[config.mk]
export PLATFORM = sky130hd
export DESIGN_NAME = uct_child_select
export DESIGN_NICKNAME = d
export VERILOG_FILES = /design/src/rtl/ucs_pkg.sv /design/src/rtl/ucs_front.sv /design/src/rtl/ucs_queue.sv /design/src/rtl/ucs_back.sv /design/src/rtl/uct_child_select.sv
export SDC_FILE = /design/constraint.sdc
export NUM_CORES = 2
export LEC_CHECK = 0
export ABC_CLOCK_PERIOD_IN_PS = 32000
export BUFFER_PORTS_ARGS = -buffer_cell sky130_fd_sc_hd__buf_2
export CAP_MARGIN = 20
export CORE_ASPECT_RATIO = 0.9
export CORE_MARGIN = 2
export CORE_UTILIZATION = 68
export CTS_BUF_LIST = sky130_fd_sc_hd__clkbuf_16
export DETAILED_ROUTE_END_ITERATION = 8
export GPL_TIMING_DRIVEN = 0
export PLACE_DENSITY = 0.84
export SKIP_CTS_REPAIR_TIMING = 1
export SLEW_MARGIN = 20
export SYNTH_ARGS = -nofsm -noshare
export SYNTH_HDL_FRONTEND = slang
export SYNTH_SLANG_ARGS = --single-unit
[constraint.sdc]
create_clock -name i_clk -period 32 [get_ports i_clk]
set_clock_uncertainty 0.15 [all_clocks]
set_input_delay 1.6 -clock i_clk [delete_from_list [all_inputs] [get_ports i_clk]]
set_output_delay 1.6 -clock i_clk [all_outputs]
set_load 0.05 [all_outputs]
[src/rtl/ucs_pkg.sv]
// Package: shared types and constants for the UCT child selector.
`default_nettype none
package ucs_pkg;
    localparam int MAX_CHILDREN = 256;
    localparam int POS_W = $clog2(MAX_CHILDREN + 1);
    localparam int KEY_W = 50;
    localparam logic [KEY_W-1:0] KEY_PLUS_INF = {KEY_W{1'b1}};
    localparam logic [15:0] LN2_Q16 = 16'd45426;
    localparam logic [15:0] GAIN_RESET = 16'd5793;
    localparam logic [1:0] MODE_UCT = 2'd0;
    localparam logic [1:0] MODE_RATIO = 2'd1;
    localparam logic [0:0] REG_MODE = 1'b0;
    localparam logic [0:0] REG_GAIN = 1'b1;

    typedef struct packed {
        logic        side;
        logic [31:0] parent_visits;
        logic [31:0] child_score_side0;
        logic [31:0] child_score_side1;
        logic [31:0] child_visits;
        logic        last_child;
    } t_in_item;

    typedef struct packed {
        logic [7:0] chosen_index;
        logic       chosen_unvisited;
    } t_out_item;

    // Classified work handed from the front to the back.
    typedef struct packed {
        logic        first;
        logic        scored;
        logic        last;
        logic [1:0]  mode;
        logic [31:0] parent;
        logic [31:0] score;
        logic [31:0] visits;
        logic [7:0]  pos;
    } t_job;
endpackage
`default_nettype wire

[src/rtl/ucs_front.sv]
// Front end: accepts items, latches side and tracks position in the run.
`default_nettype none
module ucs_front (
    input  wire logic             i_clk,
    input  wire logic             i_rst_n,
    input  wire ucs_pkg::t_in_item i_item,
    input  wire logic             i_push,
    output logic                  o_full,
    input  wire logic [1:0]       i_mode,
    output ucs_pkg::t_job         o_job,
    output logic                  o_job_valid,
    input  wire logic             i_job_ready
);
    import ucs_pkg::*;
    logic [POS_W-1:0] r_pos;
    logic             r_side;
    logic             w_side;
    logic             w_acc;

    assign o_full = ~i_job_ready;
    assign w_acc = i_push & i_job_ready;
    assign w_side = (r_pos == '0) ? i_item.side : r_side;
    assign o_job_valid = i_push;

    always_comb begin
        o_job.first = (r_pos == '0);
        o_job.scored = (r_pos < POS_W'(MAX_CHILDREN));
        o_job.last = i_item.last_child;
        o_job.mode = i_mode;
        o_job.parent = i_item.parent_visits;
        o_job.score = w_side ? i_item.child_score_side1 : i_item.child_score_side0;
        o_job.visits = i_item.child_visits;
        o_job.pos = r_pos[7:0];
    end

    always_ff @(posedge i_clk) begin
        if (!i_rst_n) begin
            r_pos <= '0;
            r_side <= 1'b0;
        end else if (w_acc) begin
            r_side <= w_side;
            if (i_item.last_child) r_pos <= '0;
            else if (r_pos < POS_W'(MAX_CHILDREN)) r_pos <= r_pos + 1'b1;
        end
    end
endmodule
`default_nettype wire

[src/rtl/ucs_queue.sv]
// Two-entry job queue between front and back.
`default_nettype none
module ucs_queue (
    input  wire logic          i_clk,
    input  wire logic          i_rst_n,
    input  wire ucs_pkg::t_job i_job,
    input  wire logic          i_valid,
    output logic               o_ready,
    output ucs_pkg::t_job      o_job,
    output logic               o_valid,
    input  wire logic          i_ready
);
    import ucs_pkg::*;
    t_job       r_mem [2];
    logic       r_wp, r_rp;
    logic [1:0] r_cnt;
    logic       w_wr, w_rd;

    assign o_ready = (r_cnt != 2'd2);
    assign o_valid = (r_cnt != 2'd0);
    assign o_job = r_mem[r_rp];
    assign w_wr = i_valid & o_ready;
    assign w_rd = o_valid & i_ready;

    always_ff @(posedge i_clk) begin
        if (w_wr) r_mem[r_wp] <= i_job;
    end

    always_ff @(posedge i_clk) begin
        if (!i_rst_n) begin
            r_wp <= 1'b0;
            r_rp <= 1'b0;
            r_cnt <= 2'd0;
        end else begin
            if (w_wr) r_wp <= ~r_wp;
            if (w_rd) r_rp <= ~r_rp;
            r_cnt <= r_cnt + {1'b0, w_wr} - {1'b0, w_rd};
        end
    end
endmodule
`default_nettype wire

[src/rtl/ucs_back.sv]
// Back end: iterative ln, divides, sqrt, compare and result register.
`default_nettype none
module ucs_back (
    input  wire logic           i_clk,
    input  wire logic           i_rst_n,
    input  wire ucs_pkg::t_job  i_job,
    input  wire logic           i_valid,
    output logic                o_ready,
    input  wire logic [15:0]    i_gain,
    output ucs_pkg::t_out_item  o_item,
    output logic                o_empty,
    input  wire logic           i_pop
);
    import ucs_pkg::*;
    localparam logic [3:0] S_IDLE = 4'd0, S_LNK = 4'd1, S_LNSQ = 4'd2, S_LNMUL = 4'd3,
                           S_DIV1 = 4'd4, S_DIV2 = 4'd5, S_SQRT = 4'd6, S_MUL = 4'd7,
                           S_CMP = 4'd8, S_OUT = 4'd9;
    logic [3:0]  r_st, n_st;
    t_job        r_job;
    logic [KEY_W-1:0] r_best;
    logic [7:0]  r_bpos;
    logic        r_bunv, r_inf;
    logic [31:0] r_ln;
    logic [4:0]  r_k;
    logic [32:0] r_x;
    logic [15:0] r_frac;
    logic [5:0]  r_cnt;
    logic [47:0] r_q;
    logic [32:0] r_rem;
    logic [47:0] r_num;
    logic [47:0] r_ratio;
    logic [47:0] r_sv;
    logic [23:0] r_root;
    logic [49:0] r_sacc;
    logic [KEY_W-1:0] r_key;
    logic        r_ovalid;
    t_out_item   r_out;

    logic [65:0] w_sq;
    logic [32:0] w_xn;
    logic [20:0] w_l2;
    logic [36:0] w_lnp;
    logic [33:0] w_rs;
    logic [49:0] w_trial;
    logic [39:0] w_ex;
    logic [KEY_W-1:0] w_ckey;
    logic        w_unv;
    logic [4:0]  w_k;

    assign o_ready = (r_st == S_IDLE);
    assign o_empty = ~r_ovalid;
    assign o_item = r_out;
    assign w_sq = {33'd0, r_x} * {33'd0, r_x};
    assign w_xn = w_sq[63:31];
    assign w_l2 = {r_k, r_frac};
    assign w_lnp = {16'd0, w_l2} * {21'd0, LN2_Q16};
    assign w_rs = {r_rem, r_num[47]} - {2'b0, r_job.visits};
    assign w_trial = {r_sacc[47:0], r_sv[47:46]} - {24'd0, r_root, 2'b01};
    assign w_ex = {8'd0, i_gain} * {16'd0, r_root};
    assign w_unv = (r_job.visits == 32'd0);

    // leading one of the parent count
    always_comb begin
        w_k = 5'd0;
        for (int i = 0; i < 32; i++) begin
            if (r_job.parent[i]) w_k = 5'(i);
        end
    end

    always_comb begin
        n_st = r_st;
        case (r_st)
            S_IDLE: if (i_valid) n_st = S_LNK;
            S_LNK: n_st = S_LNSQ;
            S_LNSQ: if (r_cnt == 6'd15) n_st = S_LNMUL;
            S_LNMUL: n_st = S_DIV1;
            S_DIV1: if (r_cnt == 6'd47) n_st = S_DIV2;
            S_DIV2: if (r_cnt == 6'd47) n_st = S_SQRT;
            S_SQRT: if (r_cnt == 6'd23) n_st = S_MUL;
            S_MUL: n_st = S_CMP;
            S_CMP: n_st = r_job.last ? S_OUT : S_IDLE;
            S_OUT: if (!r_ovalid) n_st = S_IDLE;
            default: n_st = S_IDLE;
        endcase
    end

    always_comb begin
        w_ckey = '0;
        if (r_job.mode == MODE_UCT) begin
            if (r_inf) w_ckey = '0;
            else if (w_unv) w_ckey = KEY_PLUS_INF;
            else w_ckey = {2'b0, r_ratio} + {10'd0, w_ex[39:12]} + 1'b1;
        end else if (r_job.mode == MODE_RATIO) begin
            w_ckey = w_unv ? '0 : ({2'b0, r_ratio} + 1'b1);
        end else begin
            w_ckey = {18'd0, r_job.visits} + 1'b1;
        end
    end

    always_ff @(posedge i_clk) begin
        case (r_st)
            S_IDLE: if (i_valid) begin
                r_job <= i_job;
                r_cnt <= '0;
            end
            S_LNK: begin
                r_k <= w_k;
                r_x <= {1'b0, r_job.parent} << (5'd31 - w_k);
                r_frac <= '0;
            end
            S_LNSQ: begin
                r_cnt <= (r_cnt == 6'd15) ? 6'd0 : r_cnt + 1'b1;
                r_frac <= {r_frac[14:0], w_xn[32]};
                r_x <= w_xn[32] ? {1'b0, w_xn[32:1]} : w_xn;
            end
            S_LNMUL: begin
                if (r_job.first)
                    r_ln <= (r_job.parent <= 32'd1) ? 32'd0 : {11'd0, w_lnp[36:16]};
                r_num <= {r_job.score, 16'd0};
                r_rem <= '0;
            end
            S_DIV1, S_DIV2: begin
                r_cnt <= (r_cnt == 6'd47) ? 6'd0 : r_cnt + 1'b1;
                if (r_cnt == 6'd47) begin
                    r_rem <= '0;
                    if (r_st == S_DIV1) begin
                        r_ratio <= {r_q[46:0], ~w_rs[33]};
                        r_num <= {r_ln, 16'd0};
                    end else begin
                        r_sv <= {r_q[46:0], ~w_rs[33]};
                        r_root <= '0;
                        r_sacc <= '0;
                    end
                end else begin
                    r_num <= {r_num[46:0], 1'b0};
                    if (!w_rs[33]) begin
                        r_rem <= w_rs[32:0];
                        r_q <= {r_q[46:0], 1'b1};
                    end else begin
                        r_rem <= {r_rem[31:0], r_num[47]};
                        r_q <= {r_q[46:0], 1'b0};
                    end
                end
            end
            S_SQRT: begin
                r_cnt <= r_cnt + 1'b1;
                r_sv <= {r_sv[45:0], 2'b00};
                if (!w_trial[49]) begin
                    r_sacc <= w_trial;
                    r_root <= {r_root[22:0], 1'b1};
                end else begin
                    r_sacc <= {r_sacc[47:0], r_sv[47:46]};
                    r_root <= {r_root[22:0], 1'b0};
                end
            end
            S_MUL: r_key <= w_ckey;
            default: ;
        endcase
    end

    always_ff @(posedge i_clk) begin
        if (!i_rst_n) begin
            r_st <= S_IDLE;
            r_best <= '0;
            r_bpos <= '0;
            r_bunv <= 1'b0;
            r_inf <= 1'b0;
            r_ovalid <= 1'b0;
        end else begin
            r_st <= n_st;
            if (r_st == S_CMP) begin
                if (r_job.scored && r_key > r_best) begin
                    r_best <= r_key;
                    r_bpos <= r_job.pos;
                    r_bunv <= w_unv;
                    if (r_key == KEY_PLUS_INF) r_inf <= 1'b1;
                end else if (r_job.scored && r_job.first) begin
                    r_bunv <= w_unv;
                end
            end
            // result register loads only once the previous result is gone
            if (r_st == S_OUT && !r_ovalid) begin
                r_ovalid <= 1'b1;
                r_out.chosen_index <= r_bpos;
                r_out.chosen_unvisited <= r_bunv;
                r_best <= '0;
                r_bpos <= '0;
                r_bunv <= 1'b0;
                r_inf <= 1'b0;
            end else if (r_ovalid && i_pop) begin
                r_ovalid <= 1'b0;
            end
        end
    end
endmodule
`default_nettype wire

[src/rtl/uct_child_select.sv]
// Top level of the UCT child selector.
`default_nettype none
// Picks one child of a search-tree node. Children arrive one item each; the
// item with last_child set ends the run and yields one result with the chosen
// position. Modes: UCT score, win ratio, or visit count. The front latches
// side and position and queues the item; the back runs a shared iterative
// datapath: 16 squaring steps for log2, two 48-step restoring divides and a
// 24-step square root. Per item the back takes the item, finds the leading
// one, squares, does the ln multiply, both divides and the square root, forms
// the key and compares; after the last item it loads the result register.
// That load waits while an older result is still unread; meanwhile items of
// the next run fill only the two-entry queue, then full is raised. Configure
// only while idle.
module uct_child_select (
    input  wire logic               i_clk,
    input  wire logic               i_rst_n,
    input  wire logic               push,
    output logic                    full,
    input  wire ucs_pkg::t_in_item  i_item,
    output logic                    empty,
    input  wire logic               pop,
    output ucs_pkg::t_out_item      o_item,
    input  wire logic               i_cfg_we,
    input  wire logic [0:0]         i_cfg_idx,
    input  wire logic [15:0]        i_cfg_data
);
    import ucs_pkg::*;
    logic [1:0]  r_mode;
    logic [15:0] r_gain;
    t_job        w_fjob, w_bjob;
    logic        w_fv, w_fr, w_bv, w_br;

    // config registers
    always_ff @(posedge i_clk) begin
        if (!i_rst_n) begin
            r_mode <= MODE_UCT;
            r_gain <= GAIN_RESET;
        end else if (i_cfg_we) begin
            if (i_cfg_idx == REG_MODE) r_mode <= i_cfg_data[1:0];
            else if (i_cfg_idx == REG_GAIN) r_gain <= i_cfg_data;
        end
    end

    ucs_front u_front (.i_clk, .i_rst_n, .i_item, .i_push(push), .o_full(full),
        .i_mode(r_mode), .o_job(w_fjob), .o_job_valid(w_fv), .i_job_ready(w_fr));

    ucs_queue u_queue (.i_clk, .i_rst_n, .i_job(w_fjob), .i_valid(w_fv), .o_ready(w_fr),
        .o_job(w_bjob), .o_valid(w_bv), .i_ready(w_br));

    ucs_back u_back (.i_clk, .i_rst_n, .i_job(w_bjob), .i_valid(w_bv), .o_ready(w_br),
        .i_gain(r_gain), .o_item, .o_empty(empty), .i_pop(pop));
endmodule
`default_nettype wire

==> metrics <==
CTS tree=done; Slew Limit Fails=0; drt wl/cell=23.2 um; async set or reset register ratio after synthesis=0%; Site Rows=125; Slowest-stage cell, CP=o31ai_1; first-pass detailed-route iteration total=7; nets@finish=11000; post-synth net total=10700; Final Setup Violations=0; Crit path top cell by count=fa_1; crit path DAT=13.18 ns; worst skew pair latency=0.72 ns; YS warnings=0; Post-Layout Cell Count=10800; Setup TNS Final=0 ns; H-Tree Depth=3; Die Span Y=347 um; RSZ-0062 raised after global routing=false; Fillers=8871; crit-path max cell delay=0.88 ns; Crit Path Max Fanout=10; via count=65400; Tmin final=12.95 ns; gr usage total=38.1%; DIE AREA=133000 um^2; commonest register cell after synthesis=edfxtp_1; Die Wd=385 um; Clock Root Buffer=clkbuf_16; Clock Sinks=844; EDFF count, synth=747; # Max-Cap Violations=0; num ports=163; Slew HR=13.6%; Placer Congestion=1.01; status=completed; multi-input logic area=56800 um^2; Max Freq=77.2 MHz; global-route wire length before repair=387 mm; TritonCTS Buffers=86; critical path class=flop to flop; crit end category=flop; largest net degree at the start of global routing=49; HP Class=flop to flop; Final Hold Viols=0; dpl cells=10600; HPWL Detailed=199 mm; core area=129000 um^2; initial antenna violation count=25; Buf/Inv on CP=6; Total Wirelength=250 mm; Synth-to-Final Area Change=7.39%; syn_area_per_cell=10.2 um^2; post-layout util=73.7%; Top Family by Delay on Critical Path=compound AO/OA/AOI/OAI gates; layout cells sized above 1=6.15%; DRT iter0 DRCs=6519; startpoint types=flop; clock-pin slew on the worst setup and hold paths=0.06 ns; Initial Utilization=68.6%; DR DRC count=0; Worst EP required=32.23 ns; Buffers on Ports=162; sequential area share after synthesis=27.5%; post-synthesis cell count=8678; number of global-route vias before repair=68900; commonest non-fill, non-tap cell in the layout=inv_1; register area=24400 um^2; vias per std cell=6.08; synth unique cells=95; GRT overflow=0; synthesized flop and latch total=844; most frequent cells in the layout=1717 x inv_1, 1269 x fa_1, 937 x nand2_1; synthesized area=88700 um^2; crit share post-route=40.5%; Max clock buf depth=3; final antenna-violating net count=0; worst-margin pin slew=1.30 ns
cells in the mapped netlist, types with 20 or more instances:
cell,n,area [um^2]
o21ai_0,174,871
nor4_1,36,225
nand2_1,937,3520
clkbuf_1,299,1120
o31ai_1,24,180
or4_1,20,150
a211oi_1,40,300
nor2_1,447,1680
or3_1,34,213
and2_1,375,2350
xor2_1,93,815
edfxtp_1,747,22400
nor2b_1,43,269
a21oi_1,257,1290
a22oi_1,20,150
o21a_1,50,375
fa_1,1269,25400
dfxtp_1,97,1940
a21o_1,85,638
mux2i_1,205,2050
xnor2_1,207,1810
nor3_1,80,400
inv_1,1707,6410
o211ai_1,23,173
nand3_1,115,576
and3_1,48,300
ha_1,647,8100
nand4_1,78,488
nand2b_1,42,263
a31oi_1,30,188
mux2_2,153,1720
o21bai_1,21,158
cells by family (layout without fill, tap and decap cells):
group / Yosys count / after routing / synth area share (%)
compound gates: 883 / 883 / 6.41
buf+inv: 2041 / 2392 / 8.65
flops: 844 / 844 / 27.5
other cells: 1 / 16 / 0.00423
fa+ha+maj: 1916 / 1916 / 37.7
xor+xnor: 300 / 300 / 2.96
simple gates: 2335 / 2335 / 12.5
mux: 358 / 358 / 4.25
sequential cells by signal, indices dropped and copies added, names as in the netlist, 2 cells and up:
name            cells
u_back.r_k          5
u_queue.r_cnt       2
u_back.r_job      109
u_back.r_sacc      48
u_back.r_best      50
u_back.r_ratio     48
u_back.r_st         4
u_back.r_num       32
u_back.r_sv        48
u_queue.r_mem     218
u_front.r_pos       9
r_mode              2
u_back.r_q         47
u_back.r_rem       33
u_back.o_item       9
u_back.r_key       50
u_back.r_cnt        6
u_back.r_bpos       8
r_gain             16
u_back.r_frac      16
u_back.r_ln        21
u_back.r_root      24
u_back.r_x         33
per-layer routing:
layer | share of wire (%) | up-vias | GRT usage, %
met3 | 9.7 | 841 | 7.75
li1 | - | 28500 | -
met2 | 47 | 3431 | 61.5
met1 | 37 | 32700 | 49.1
met4 | 6.1 | 12 | 19.3
met5 | 0.033 | - | 0
worst reg2reg max path, delay by kind of cell (launching register included):
family / cells / cell delay [ns]
buffers and inverters: 6 / 1.27
DFF: 1 / 0.31
xor gates and xnor gates: 2 / 0.57
AOI/OAI and AO/OA: 10 / 4.34
and+or+nand+nor: 7 / 2.22
adders and majority gates: 8 / 3.75
stage by stage:
step                instance area [um^2]  hold WS, ns  worst slack [ns]
global placement                   91700        0.264             17.80
floorplan                          88700        0.249             21.80
detailed placement                 92300        0.272             19.49
finish                             95300        0.288             19.05
global route                       95300        0.297             18.70
CTS                                95300        0.293             19.37
layout make-up:
type / count / area share (%)
Clock buffer: 86 / 2.26
Clock inverter: 69 / 0.842
Tap cell: 1714 / 2.25
Timing Repair Buffer: 196 / 1.42
Antenna cell: 15 / 0.0394
Inverter: 1714 / 6.75
Multi-Input combinational cell: 5793 / 59.6
Sequential cell: 844 / 25.6
Buffer: 327 / 1.31
path summary, 6_finish.rpt:
| check | from | depth (start not counted) | slack [ns] | end |
|---|---|---|---|---|
| hold reg to reg | u_back.r_bpos[0]$_SDFFE_PP0P_ | 0 | 0.29 | u_back.o_item[1]$_DFFE_PP_ |
| setup reg to reg | r_gain[9]$_SDFFE_PN1P_ | 33 | 19.05 | u_back.r_key[46]$_DFFE_PN_ |
| hold / removal | u_back.r_bpos[0]$_SDFFE_PP0P_ | 0 | 0.29 | u_back.o_item[1]$_DFFE_PP_ |
| setup / recovery | r_gain[9]$_SDFFE_PN1P_ | 33 | 19.05 | u_back.r_key[46]$_DFFE_PN_ |
Power is left out: the tool's default activity adds up to more than one toggle a clock period on the data nets, which glitch-free logic cannot reach.
